## src/ina_pkg.sv

```systemverilog
`timescale 1ns / 1ps
// Shared types, codes and word helpers for the idle number allocator.
// No dependencies; the top level, the word unit and the bench refer to this package.
package ina_pkg;

    localparam int DEF_NUMBERS = 1024;
    localparam int WORD_BITS   = 32;

    // Request opcodes
    localparam logic [2:0] OP_FIND_IDLE = 3'd0;
    localparam logic [2:0] OP_MARK_USED = 3'd1;
    localparam logic [2:0] OP_MARK_FREE = 3'd2;
    localparam logic [2:0] OP_CLEAR_ALL = 3'd3;
    localparam logic [2:0] OP_TRIM      = 3'd4;
    localparam logic [2:0] OP_NEXT_USED = 3'd5;

    // Configuration register indexes
    localparam logic [1:0] CFG_FIRST_NUMBER = 2'd0;
    localparam logic [1:0] CFG_MAX_NUMBER   = 2'd1;

    // Control for evaluating one map word
    typedef struct packed {
        logic [2:0] op;
        logic       at_first;
        logic       at_last;
        logic [4:0] start_bit;
        logic [4:0] end_bit;
    } word_ctl_t;

    // Outcome of evaluating one map word
    typedef struct packed {
        logic        done;
        logic        hit;
        logic [4:0]  hit_bit;
        logic        wr_en;
        logic [31:0] wr_word;
        logic        cnt_inc;
        logic [5:0]  cnt_dec;
    } word_eval_t;

    function automatic logic [5:0] pop32(input logic [31:0] w);
        logic [1:0] l1 [16];
        logic [2:0] l2 [8];
        logic [3:0] l3 [4];
        logic [4:0] l4 [2];
        for (int i = 0; i < 16; i++) l1[i] = {1'b0, w[2*i]} + {1'b0, w[2*i+1]};
        for (int i = 0; i < 8; i++)  l2[i] = {1'b0, l1[2*i]} + {1'b0, l1[2*i+1]};
        for (int i = 0; i < 4; i++)  l3[i] = {1'b0, l2[2*i]} + {1'b0, l2[2*i+1]};
        for (int i = 0; i < 2; i++)  l4[i] = {1'b0, l3[2*i]} + {1'b0, l3[2*i+1]};
        return {1'b0, l4[0]} + {1'b0, l4[1]};
    endfunction

    function automatic logic [4:0] lowest_set(input logic [31:0] w);
        logic [4:0] idx;
        idx = '0;
        for (int i = 31; i >= 0; i--)
        begin
            if (w[i])
            begin
                idx = 5'(i);
            end
        end
        return idx;
    endfunction

endpackage

```

## src/idle_number_allocator.sv

```systemverilog
`timescale 1ns / 1ps
// Idle number allocator: top level with sequencer, counters and output register.
// Depends on ina_pkg, ina_map_ram and ina_word_unit.
//
// Usage:
//   s_axis carries requests {number, opcode}; m_axis returns one response per
//   request {status, used_count, result_number}. cfg writes first_number
//   (index 0) or max_number (index 1); write it only while no request is open.
//   The in-use map lives in a memory of NUMBERS/32+1 words of 32 bits, one
//   word read per cycle through a registered read port.
// Sequencing:
//   One request at a time. A scan request (find idle, next used, trim) walks
//   the map words it covers in order; mark used and mark free evaluate a
//   single word, clear all sweeps every word, and out-of-range and unknown
//   requests go straight to the response.
// Reset:
//   After rst_n releases, a clearing pass writes zeros to all NUMBERS/32+1
//   words while s_axis_tready stays low; cfg writes are taken throughout.
// Stalls:
//   A finished response waits in the output register; the next request is
//   accepted meanwhile and its response holds until m_axis_tready frees it.
module idle_number_allocator #(
    parameter int NUMBERS = ina_pkg::DEF_NUMBERS
) (
    input  logic        clk,
    input  logic        rst_n,
    // request: [2:0] opcode, [13:3] number, [15:14] zero
    input  logic        s_axis_tvalid,
    output logic        s_axis_tready,
    input  logic [15:0] s_axis_tdata,
    // response: [10:0] result_number, [21:11] used_count, [22] status, [23] zero
    output logic        m_axis_tvalid,
    input  logic        m_axis_tready,
    output logic [23:0] m_axis_tdata,
    // configuration write
    input  logic        cfg_valid,
    output logic        cfg_ready,
    input  logic [1:0]  cfg_index,
    input  logic [10:0] cfg_data
);

    localparam int WORDS = NUMBERS / ina_pkg::WORD_BITS + 1;
    localparam int AW    = (WORDS > 1) ? $clog2(WORDS) : 1;
    localparam logic [AW-1:0] LAST_WORD = AW'(WORDS - 1);

    localparam logic [1:0] ST_CLEAR = 2'd0;
    localparam logic [1:0] ST_IDLE  = 2'd1;
    localparam logic [1:0] ST_SCAN  = 2'd2;
    localparam logic [1:0] ST_RESP  = 2'd3;

    logic [1:0]    state_reg, state_next;
    logic [AW-1:0] clr_addr_reg, clr_addr_next;
    logic          clr_resp_reg, clr_resp_next;
    logic [10:0]   used_reg, used_next;
    logic [10:0]   first_number_reg;
    logic [10:0]   max_number_reg;
    logic          m_valid_reg, m_valid_next;

    logic [2:0]    op_reg, op_next;
    logic [AW-1:0] cur_reg, cur_next;
    logic          first_reg, first_next;
    logic [AW-1:0] end_word_reg, end_word_next;
    logic [4:0]    start_bit_reg, start_bit_next;
    logic [4:0]    end_bit_reg, end_bit_next;
    logic [10:0]   res_num_reg, res_num_next;
    logic          res_status_reg, res_status_next;
    logic [10:0]   out_num_reg, out_num_next;
    logic [10:0]   out_cnt_reg, out_cnt_next;
    logic          out_status_reg, out_status_next;

    // request decode
    logic [2:0]    in_op;
    logic [10:0]   in_num;
    logic          in_accept;
    logic          num_valid;
    logic [10:0]   find_lo;
    logic [10:0]   find_hi;
    logic [11:0]   start_pos;
    logic [31:0]   start_pos32;
    logic [31:0]   find_hi32;
    logic [AW-1:0] start_word;
    logic [31:0]   hit_pos;

    // memory and word unit
    logic          mem_we;
    logic [AW-1:0] mem_waddr;
    logic [31:0]   mem_wdata;
    logic [AW-1:0] mem_raddr;
    logic [31:0]   mem_rdata;
    ina_pkg::word_ctl_t  wctl;
    ina_pkg::word_eval_t wev;

    assign in_op     = s_axis_tdata[2:0];
    assign in_num    = s_axis_tdata[13:3];
    assign in_accept = s_axis_tvalid && s_axis_tready;
    assign s_axis_tready = (state_reg == ST_IDLE);
    assign cfg_ready = 1'b1;

    assign num_valid = (in_num != 11'd0) && (32'(in_num) <= NUMBERS);
    assign find_lo   = (first_number_reg == 11'd0) ? 11'd1 : first_number_reg;
    assign find_hi   = (32'(max_number_reg) < NUMBERS) ? max_number_reg : 11'(NUMBERS);

    // first position that the request touches
    always_comb
    begin
        case (in_op)
            ina_pkg::OP_FIND_IDLE: start_pos = {1'b0, find_lo};
            ina_pkg::OP_NEXT_USED: start_pos = {1'b0, in_num} + 12'd1;
            ina_pkg::OP_TRIM:      start_pos = {1'b0, max_number_reg} + 12'd1;
            default:               start_pos = {1'b0, in_num};
        endcase
    end

    assign start_pos32 = 32'(start_pos);
    assign find_hi32   = 32'(find_hi);
    assign start_word  = start_pos32[AW+4:5];
    assign hit_pos     = (32'(cur_reg) << 5) | 32'(wev.hit_bit);

    assign wctl.op        = op_reg;
    assign wctl.at_first  = first_reg;
    assign wctl.at_last   = (cur_reg == end_word_reg);
    assign wctl.start_bit = start_bit_reg;
    assign wctl.end_bit   = end_bit_reg;

    ina_word_unit u_word (
        .ctl   (wctl),
        .rdata (mem_rdata),
        .ev    (wev)
    );

    ina_map_ram #(
        .WORDS (WORDS),
        .AW    (AW)
    ) u_map (
        .clk   (clk),
        .we    (mem_we),
        .waddr (mem_waddr),
        .wdata (mem_wdata),
        .raddr (mem_raddr),
        .rdata (mem_rdata)
    );

    // memory ports: clear sweep or write-back of the word under evaluation
    always_comb
    begin
        mem_we    = 1'b0;
        mem_waddr = cur_reg;
        mem_wdata = wev.wr_word;
        if (state_reg == ST_CLEAR)
        begin
            mem_we    = 1'b1;
            mem_waddr = clr_addr_reg;
            mem_wdata = '0;
        end
        else if (state_reg == ST_SCAN)
        begin
            mem_we = wev.wr_en;
        end
    end

    // read ahead: next word during a scan, first word while idle
    always_comb
    begin
        if (state_reg == ST_SCAN)
        begin
            mem_raddr = wctl.at_last ? cur_reg : cur_reg + AW'(1);
        end
        else
        begin
            mem_raddr = start_word;
        end
    end

    // sequencer
    always_comb
    begin
        state_next      = state_reg;
        clr_addr_next   = clr_addr_reg;
        clr_resp_next   = clr_resp_reg;
        used_next       = used_reg;
        m_valid_next    = m_valid_reg;
        op_next         = op_reg;
        cur_next        = cur_reg;
        first_next      = first_reg;
        end_word_next   = end_word_reg;
        start_bit_next  = start_bit_reg;
        end_bit_next    = end_bit_reg;
        res_num_next    = res_num_reg;
        res_status_next = res_status_reg;
        out_num_next    = out_num_reg;
        out_cnt_next    = out_cnt_reg;
        out_status_next = out_status_reg;

        if (m_valid_reg && m_axis_tready)
        begin
            m_valid_next = 1'b0;
        end

        case (state_reg)
            ST_CLEAR:
            begin
                clr_addr_next = clr_addr_reg + AW'(1);
                if (clr_addr_reg == LAST_WORD)
                begin
                    clr_addr_next = '0;
                    clr_resp_next = 1'b0;
                    state_next    = clr_resp_reg ? ST_RESP : ST_IDLE;
                end
            end
            ST_IDLE:
            begin
                if (in_accept)
                begin
                    op_next         = in_op;
                    cur_next        = start_word;
                    first_next      = 1'b1;
                    end_word_next   = LAST_WORD;
                    start_bit_next  = start_pos[4:0];
                    end_bit_next    = 5'd31;
                    res_num_next    = '0;
                    res_status_next = 1'b0;
                    state_next      = ST_RESP;
                    case (in_op)
                        ina_pkg::OP_FIND_IDLE:
                        begin
                            end_word_next = find_hi32[AW+4:5];
                            end_bit_next  = find_hi[4:0];
                            if (find_lo <= find_hi)
                            begin
                                state_next = ST_SCAN;
                            end
                        end
                        ina_pkg::OP_MARK_USED,
                        ina_pkg::OP_MARK_FREE:
                        begin
                            end_word_next = start_word;
                            if (num_valid)
                            begin
                                state_next = ST_SCAN;
                            end
                            else
                            begin
                                res_status_next = 1'b1;
                            end
                        end
                        ina_pkg::OP_CLEAR_ALL:
                        begin
                            used_next     = '0;
                            clr_addr_next = '0;
                            clr_resp_next = 1'b1;
                            state_next    = ST_CLEAR;
                        end
                        ina_pkg::OP_TRIM:
                        begin
                            if (32'(max_number_reg) < NUMBERS)
                            begin
                                state_next = ST_SCAN;
                            end
                        end
                        ina_pkg::OP_NEXT_USED:
                        begin
                            if (32'(in_num) > NUMBERS)
                            begin
                                res_status_next = 1'b1;
                            end
                            else if (32'(in_num) < NUMBERS)
                            begin
                                state_next = ST_SCAN;
                            end
                        end
                        default:
                        begin
                            state_next = ST_RESP;
                        end
                    endcase
                end
            end
            ST_SCAN:
            begin
                used_next  = used_reg + {10'd0, wev.cnt_inc} - {5'd0, wev.cnt_dec};
                cur_next   = cur_reg + AW'(1);
                first_next = 1'b0;
                if (wev.done)
                begin
                    cur_next     = cur_reg;
                    res_num_next = wev.hit ? hit_pos[10:0] : 11'd0;
                    state_next   = ST_RESP;
                end
            end
            ST_RESP:
            begin
                // hold until the output register is free
                if (!m_valid_reg || m_axis_tready)
                begin
                    m_valid_next    = 1'b1;
                    out_num_next    = res_num_reg;
                    out_cnt_next    = used_reg;
                    out_status_next = res_status_reg;
                    state_next      = ST_IDLE;
                end
            end
            default:
            begin
                state_next = ST_IDLE;
            end
        endcase
    end

    // control state
    always_ff @(posedge clk or negedge rst_n)
    begin
        if (!rst_n)
        begin
            state_reg        <= ST_CLEAR;
            clr_addr_reg     <= '0;
            clr_resp_reg     <= 1'b0;
            used_reg         <= '0;
            m_valid_reg      <= 1'b0;
            first_number_reg <= 11'd1;
            max_number_reg   <= 11'd0;
        end
        else
        begin
            state_reg    <= state_next;
            clr_addr_reg <= clr_addr_next;
            clr_resp_reg <= clr_resp_next;
            used_reg     <= used_next;
            m_valid_reg  <= m_valid_next;
            if (cfg_valid && cfg_ready)
            begin
                case (cfg_index)
                    ina_pkg::CFG_FIRST_NUMBER: first_number_reg <= cfg_data;
                    ina_pkg::CFG_MAX_NUMBER:   max_number_reg   <= cfg_data;
                    default:                   ;
                endcase
            end
        end
    end

    // request and response payload
    always_ff @(posedge clk)
    begin
        op_reg         <= op_next;
        cur_reg        <= cur_next;
        first_reg      <= first_next;
        end_word_reg   <= end_word_next;
        start_bit_reg  <= start_bit_next;
        end_bit_reg    <= end_bit_next;
        res_num_reg    <= res_num_next;
        res_status_reg <= res_status_next;
        out_num_reg    <= out_num_next;
        out_cnt_reg    <= out_cnt_next;
        out_status_reg <= out_status_next;
    end

    assign m_axis_tvalid = m_valid_reg;
    assign m_axis_tdata  = {1'b0, out_status_reg, out_cnt_reg, out_num_reg};

    // a request leaves the idle state, so the port closes right after it
    a_single_request: assert property (@(posedge clk) disable iff (!rst_n)
        in_accept |=> !s_axis_tready)
        else $error("request accepted while another is open");

    // the map never holds more used numbers than it has entries
    a_count_bound: assert property (@(posedge clk) disable iff (!rst_n)
        m_axis_tvalid |-> (32'(m_axis_tdata[21:11]) <= NUMBERS))
        else $error("used count beyond map size");

    // a flagged request never reports a number
    a_flag_no_result: assert property (@(posedge clk) disable iff (!rst_n)
        (m_axis_tvalid && m_axis_tdata[22]) |-> (m_axis_tdata[10:0] == 11'd0))
        else $error("out-of-range request returned a number");

    // the map is written only by the clear sweep or a scan write-back
    a_write_source: assert property (@(posedge clk) disable iff (!rst_n)
        mem_we |-> (state_reg == ST_CLEAR || state_reg == ST_SCAN))
        else $error("map write outside clear or scan");

endmodule

```

## src/ina_map_ram.sv

```systemverilog
`timescale 1ns / 1ps
// In-use map storage: one write port, one registered read port.
// Depends on nothing; sized by the top level.
module ina_map_ram #(
    parameter int WORDS = 33,
    parameter int AW    = 6
) (
    input  logic          clk,
    input  logic          we,
    input  logic [AW-1:0] waddr,
    input  logic [31:0]   wdata,
    input  logic [AW-1:0] raddr,
    output logic [31:0]   rdata
);

    logic [31:0] mem [WORDS];
    logic [31:0] rdata_reg;

    always_ff @(posedge clk)
    begin
        if (we)
        begin
            mem[waddr] <= wdata;
        end
    end

    always_ff @(posedge clk)
    begin
        rdata_reg <= mem[raddr];
    end

    assign rdata = rdata_reg;

endmodule

```

## src/ina_word_unit.sv

```systemverilog
`timescale 1ns / 1ps
// Evaluates one 32-bit map word: range mask, priority search, modify, popcount.
// Depends on ina_pkg.
module ina_word_unit (
    input  ina_pkg::word_ctl_t  ctl,
    input  logic [31:0]         rdata,
    output ina_pkg::word_eval_t ev
);

    logic [4:0]  lb;
    logic [4:0]  ub;
    logic [31:0] mask;
    logic [31:0] bit_sel;
    logic [31:0] cand;

    always_comb
    begin
        lb      = ctl.at_first ? ctl.start_bit : 5'd0;
        ub      = ctl.at_last ? ctl.end_bit : 5'd31;
        mask    = ({32{1'b1}} << lb) & ({32{1'b1}} >> (5'd31 - ub));
        bit_sel = 32'd1 << ctl.start_bit;

        case (ctl.op)
            ina_pkg::OP_FIND_IDLE: cand = ~rdata & mask;
            ina_pkg::OP_NEXT_USED: cand = rdata & mask;
            default:               cand = '0;
        endcase

        ev.hit     = |cand;
        ev.hit_bit = ina_pkg::lowest_set(cand);
        ev.done    = 1'b1;
        ev.wr_en   = 1'b0;
        ev.wr_word = rdata;
        ev.cnt_inc = 1'b0;
        ev.cnt_dec = '0;

        case (ctl.op)
            ina_pkg::OP_FIND_IDLE,
            ina_pkg::OP_NEXT_USED:
            begin
                ev.done = ev.hit | ctl.at_last;
            end
            ina_pkg::OP_TRIM:
            begin
                // drop every used bit at or above the start position
                ev.done    = ctl.at_last;
                ev.wr_en   = 1'b1;
                ev.wr_word = rdata & ~mask;
                ev.cnt_dec = ina_pkg::pop32(rdata & mask);
            end
            ina_pkg::OP_MARK_USED:
            begin
                ev.wr_en   = ~|(rdata & bit_sel);
                ev.wr_word = rdata | bit_sel;
                ev.cnt_inc = ~|(rdata & bit_sel);
            end
            ina_pkg::OP_MARK_FREE:
            begin
                ev.wr_en   = |(rdata & bit_sel);
                ev.wr_word = rdata & ~bit_sel;
                ev.cnt_dec = {5'd0, |(rdata & bit_sel)};
            end
            default:
            begin
                ev.done = 1'b1;
            end
        endcase
    end

endmodule

```

## config.mk

```make
export PLATFORM = sky130hd
export DESIGN_NAME = idle_number_allocator
export DESIGN_NICKNAME = d
export VERILOG_FILES = /design/src/ina_pkg.sv /design/src/idle_number_allocator.sv /design/src/ina_map_ram.sv /design/src/ina_word_unit.sv
export SDC_FILE = /design/constraint.sdc
export NUM_CORES = 2
export LEC_CHECK = 0
export BUFFER_PORTS_ARGS = -buffer_cell sky130_fd_sc_hd__buf_2
export CAP_MARGIN = 20
export CORE_MARGIN = 3
export CORE_UTILIZATION = 60
export CTS_CLUSTER_SIZE = 10
export DETAILED_ROUTE_END_ITERATION = 6
export GPL_TIMING_DRIVEN = 0
export MAX_ROUTING_LAYER = met4
export PLACE_DENSITY = 0.76
export SYNTH_ARGS = -nofsm -noshare
export SYNTH_HDL_FRONTEND = slang
export SYNTH_SLANG_ARGS = --single-unit
```

## constraint.sdc

```tcl
create_clock -name clk -period 8.8 [get_ports clk]
set_input_delay 0.44 -clock clk [delete_from_list [all_inputs] [get_ports clk]]
set_output_delay 0.44 -clock clk [all_outputs]
set_load 0.01 [all_outputs]
```

==> impl_metrics.tcl <==
set metrics [dict create \
    grt_pass1_vias 37700 \
    drcViolationCount 0 \
    ys_warn_count 0 \
    hpwl_um 123000 \
    setup_viol 0 \
    ys_ff_latch 1192 \
    die_area_mm2 0.0914 \
    synth_ff_type "edfxtp_1" \
    rows 108 \
    p_comb_share_pct 45.0 \
    arrival_ns 8.99 \
    p_per_area_mw_per_mm2 388 \
    end_kind "flop" \
    fmax_mhz 119 \
    seqPwrFrac_pct 33.3 \
    power.leakage_nw 21.4 \
    start_util_pct 60.6 \
    fp.dieW_um 302 \
    instances_no_fill 5838 \
    rsz0062_at_grt "false" \
    cpMaxStageDelayCell "fa_1" \
    io_pins 61 \
    fin_skew_ns 0.0332 \
    hold_path_class "input pin to flop" \
    dr.first_iter.drc_count 6826 \
    synth_cells 4288 \
    fin_nets 4725 \
    netlist_top_cells_area "edfxtp_1, nand2_1, and3_1" \
    crit_path_frequent_cell "fa_1" \
    gp_congestion 1.02 \
    cts.sinks 1192 \
    grt.total_usage_pct 39.1 \
    synth_common_cells "edfxtp_1, nand2_1, and3_1" \
    hold_viol 0 \
    core_area_mm2 0.0869 \
    whs_ns 0.0709 \
    worst_ep_required_time_ns 9.41 \
    drv_slew 0 \
    cts_tree "yes" \
    synth_enable_flop_cells 1117 \
    pwr-share-clk_pct 21.8 \
    clk_latency_ns 0.78 \
    synth_cell_types 102 \
    synth-async-reset-ratio_pct 3.61 \
    ys_seq_area_share_pct 66.9 \
    p_sw_mw 9.62 \
    cts_htree_levels 4 \
    intPower_mw 13.9 \
    cts-buffers-inserted 138 \
    root_buffer "clkbuf_16" \
    switching_share_pct 40.9 \
    netlist_area_mm2 0.0527 \
    wirelength_um 174000 \
    synthDominantCellAreaShare_pct 63.7 \
    overflow 0 \
    dr.pass1.iters 6 \
    drive_above_1_share_pct 13.6 \
    viasPerCell 6.77 \
    tightest_slew_ns 1.14 \
    synth_most_common_cell "edfxtp_1" \
    dpl.cell_count 5621 \
    avgSynthCellArea_um2 12.3 \
    max_slew_margin_pct 23.7 \
    yosys.area.top_type "edfxtp_1" \
    syn_to_final_growth_pct 15.2 \
    cap_violations 0 \
    design_area_mm2 0.0607 \
    portBuffers 54 \
    period_minus_slack_ns 8.38 \
    antenna_found_initial 5 \
    die_height_um 302 \
    worstSetupPathType "flop to flop" \
    cts_buffer_depth 3 \
    worst_setup_path_start_kind "flop" \
    clk_pin_slew_ns 0.07 \
    finalCritPeriodShare_pct 95.2 \
    grt_pass1_wl_um 251000 \
    worstPathMaxFanout 5 \
    wl_per_cell_um 29.8 \
    vias 39500 \
    slowest_delay_ns 0.56 \
    grt_max_degree 34 \
    status "complete, no violations" \
    largest_reg_flops 1056 \
    ir_drop_uv 1080 \
    synth_fp_nets 4385 \
    placed_area_mm2 0.0565 \
    ant_nets 0 \
]
==> final cells by class <==
cell class,count,area (µm²)
timing repair buffer,204,2140
inverter,58,218
tap,1155,1450
clock inverter,16,195
buffer,316,1460
fill,5904,26200
multi-input combinational,2718,16300
clock buffer,176,3670
sequential,1192,35300
antenna,3,7.51
==> power groups by stage <==
stage | registers, mW | logic [mW] | clock network [mW]
after global placement | 8.16 | 9.18 | 0
after floorplan | 7.85 | 6.11 | 0
after CTS | 7.80 | 10.3 | 5.12
after global routing | 7.83 | 11.4 | 5.35
after detailed placement | 7.92 | 10.2 | 0
final | 7.83 | 10.6 | 5.12
==> kinds of logic after synthesis <==
logic type	count (synthesis)	synth area share, %
and+or+nand+nor	1614	13.9
AOI/OAI and AO/OA	962	12.5
buffers and inverters	378	3.18
xor gates and xnor gates	34	0.672
other	2	0.0143
adders and majority gates	63	1.85
muxes	43	1.00
DFF	1192	66.9
==> cell usage in the layout, fill, tap and decap left out, types with 13 or more instances in the layout <==
master         instances
dfrtp_1               42
mux2_2                24
nor2_4                37
a31oi_1              199
a311oi_1              25
edfxtp_1            1117
buf_16                14
inv_1                 56
clkbuf_16            140
o21ai_0              144
a22oi_1               50
nor3_2                13
and3_1               208
nor2_1               109
xnor2_1               15
buf_6                 36
buf_4                 69
nor3_1                24
nor2b_1               13
or3_1                 13
and2_1                20
nand2_1              909
buf_12                24
fa_1                  25
a211oi_1             170
mux2i_1               13
nand2b_1              17
o22ai_1               40
ha_1                  38
a2111o_1              32
nand3_1              168
o22a_1                32
xor2_1                13
dfxtp_1               32
dlygate4sd3_1         16
a21oi_1              141
clkbuf_1             208
buf_2                163
==> metal layers <==
layer | vias up | GRT usage, % | wire length (µm)
li1 | 16800 | - | -
met1 | 19000 | 51.8 | 63800
met2 | 3110 | 55.9 | 76100
met3 | 584 | 9.56 | 22500
met4 | 0 | 21.8 | 11500
met5 | - | - | 0
==> critical path, delay by kind of cell (launching register included) <==
family	cells	cell delay, ns
adders and majority gates	10	4.36
AOI/OAI and AO/OA	9	1.60
and+or+nand+nor	5	1.05
xor gates and xnor gates	3	0.61
DFF	1	0.47
buffers and inverters	2	0.10
==> path summary, 6_finish.rpt <==
kind                                              start                          endpoint  slack (ns)  cells after the start
setup reg to reg                   cur_reg[0]$_DFFE_PP_           used_reg[9]$_DFFE_PN0P_        0.42                     29
hold reg to reg            res_num_reg[5]$_SDFFCE_PN0P_          out_num_reg[5]$_DFFE_PP_        0.42                      0
hold / removal                             cfg_index[1]  first_number_reg[10]$_DFFE_PN0P_        0.07                      3
min in group asynchronous                         rst_n     max_number_reg[7]$_DFFE_PN0P_        0.21                      2
setup / recovery                   cur_reg[0]$_DFFE_PP_           used_reg[9]$_DFFE_PN0P_        0.42                     29
max in group asynchronous                         rst_n           used_reg[0]$_DFFE_PN0P_        8.04                      3
==> through the flow <==
step / util [%] / setup TNS [ns] / total power, mW / worst slack [ns]
6_report: 69.9 / 0 / 23.5 / 0.421
5_1_grt: 69.8 / 0 / 24.6 / 0.00933
4_1_cts: 69.7 / 0 / 23.2 / 0.0668
3_5_place_dp: 65.0 / -0.740 / 18.1 / -0.305
3_3_place_gp: 62.6 / -1597.21 / 17.3 / -5.86
2_1_floorplan: - / 0 / 14.0 / 1.13
==> what timing repair did <==
item / in CTS / in global routing
hold endpoints to repair: 47 / 0
buffers inserted: 4 / 6
gates resized for setup: 3 / 37
hold buffers: 16 / 0
setup endpoints to repair: 3 / 4
pin swaps: 1 / 5
No activity file was read; power rests on OpenSTA's default activity.
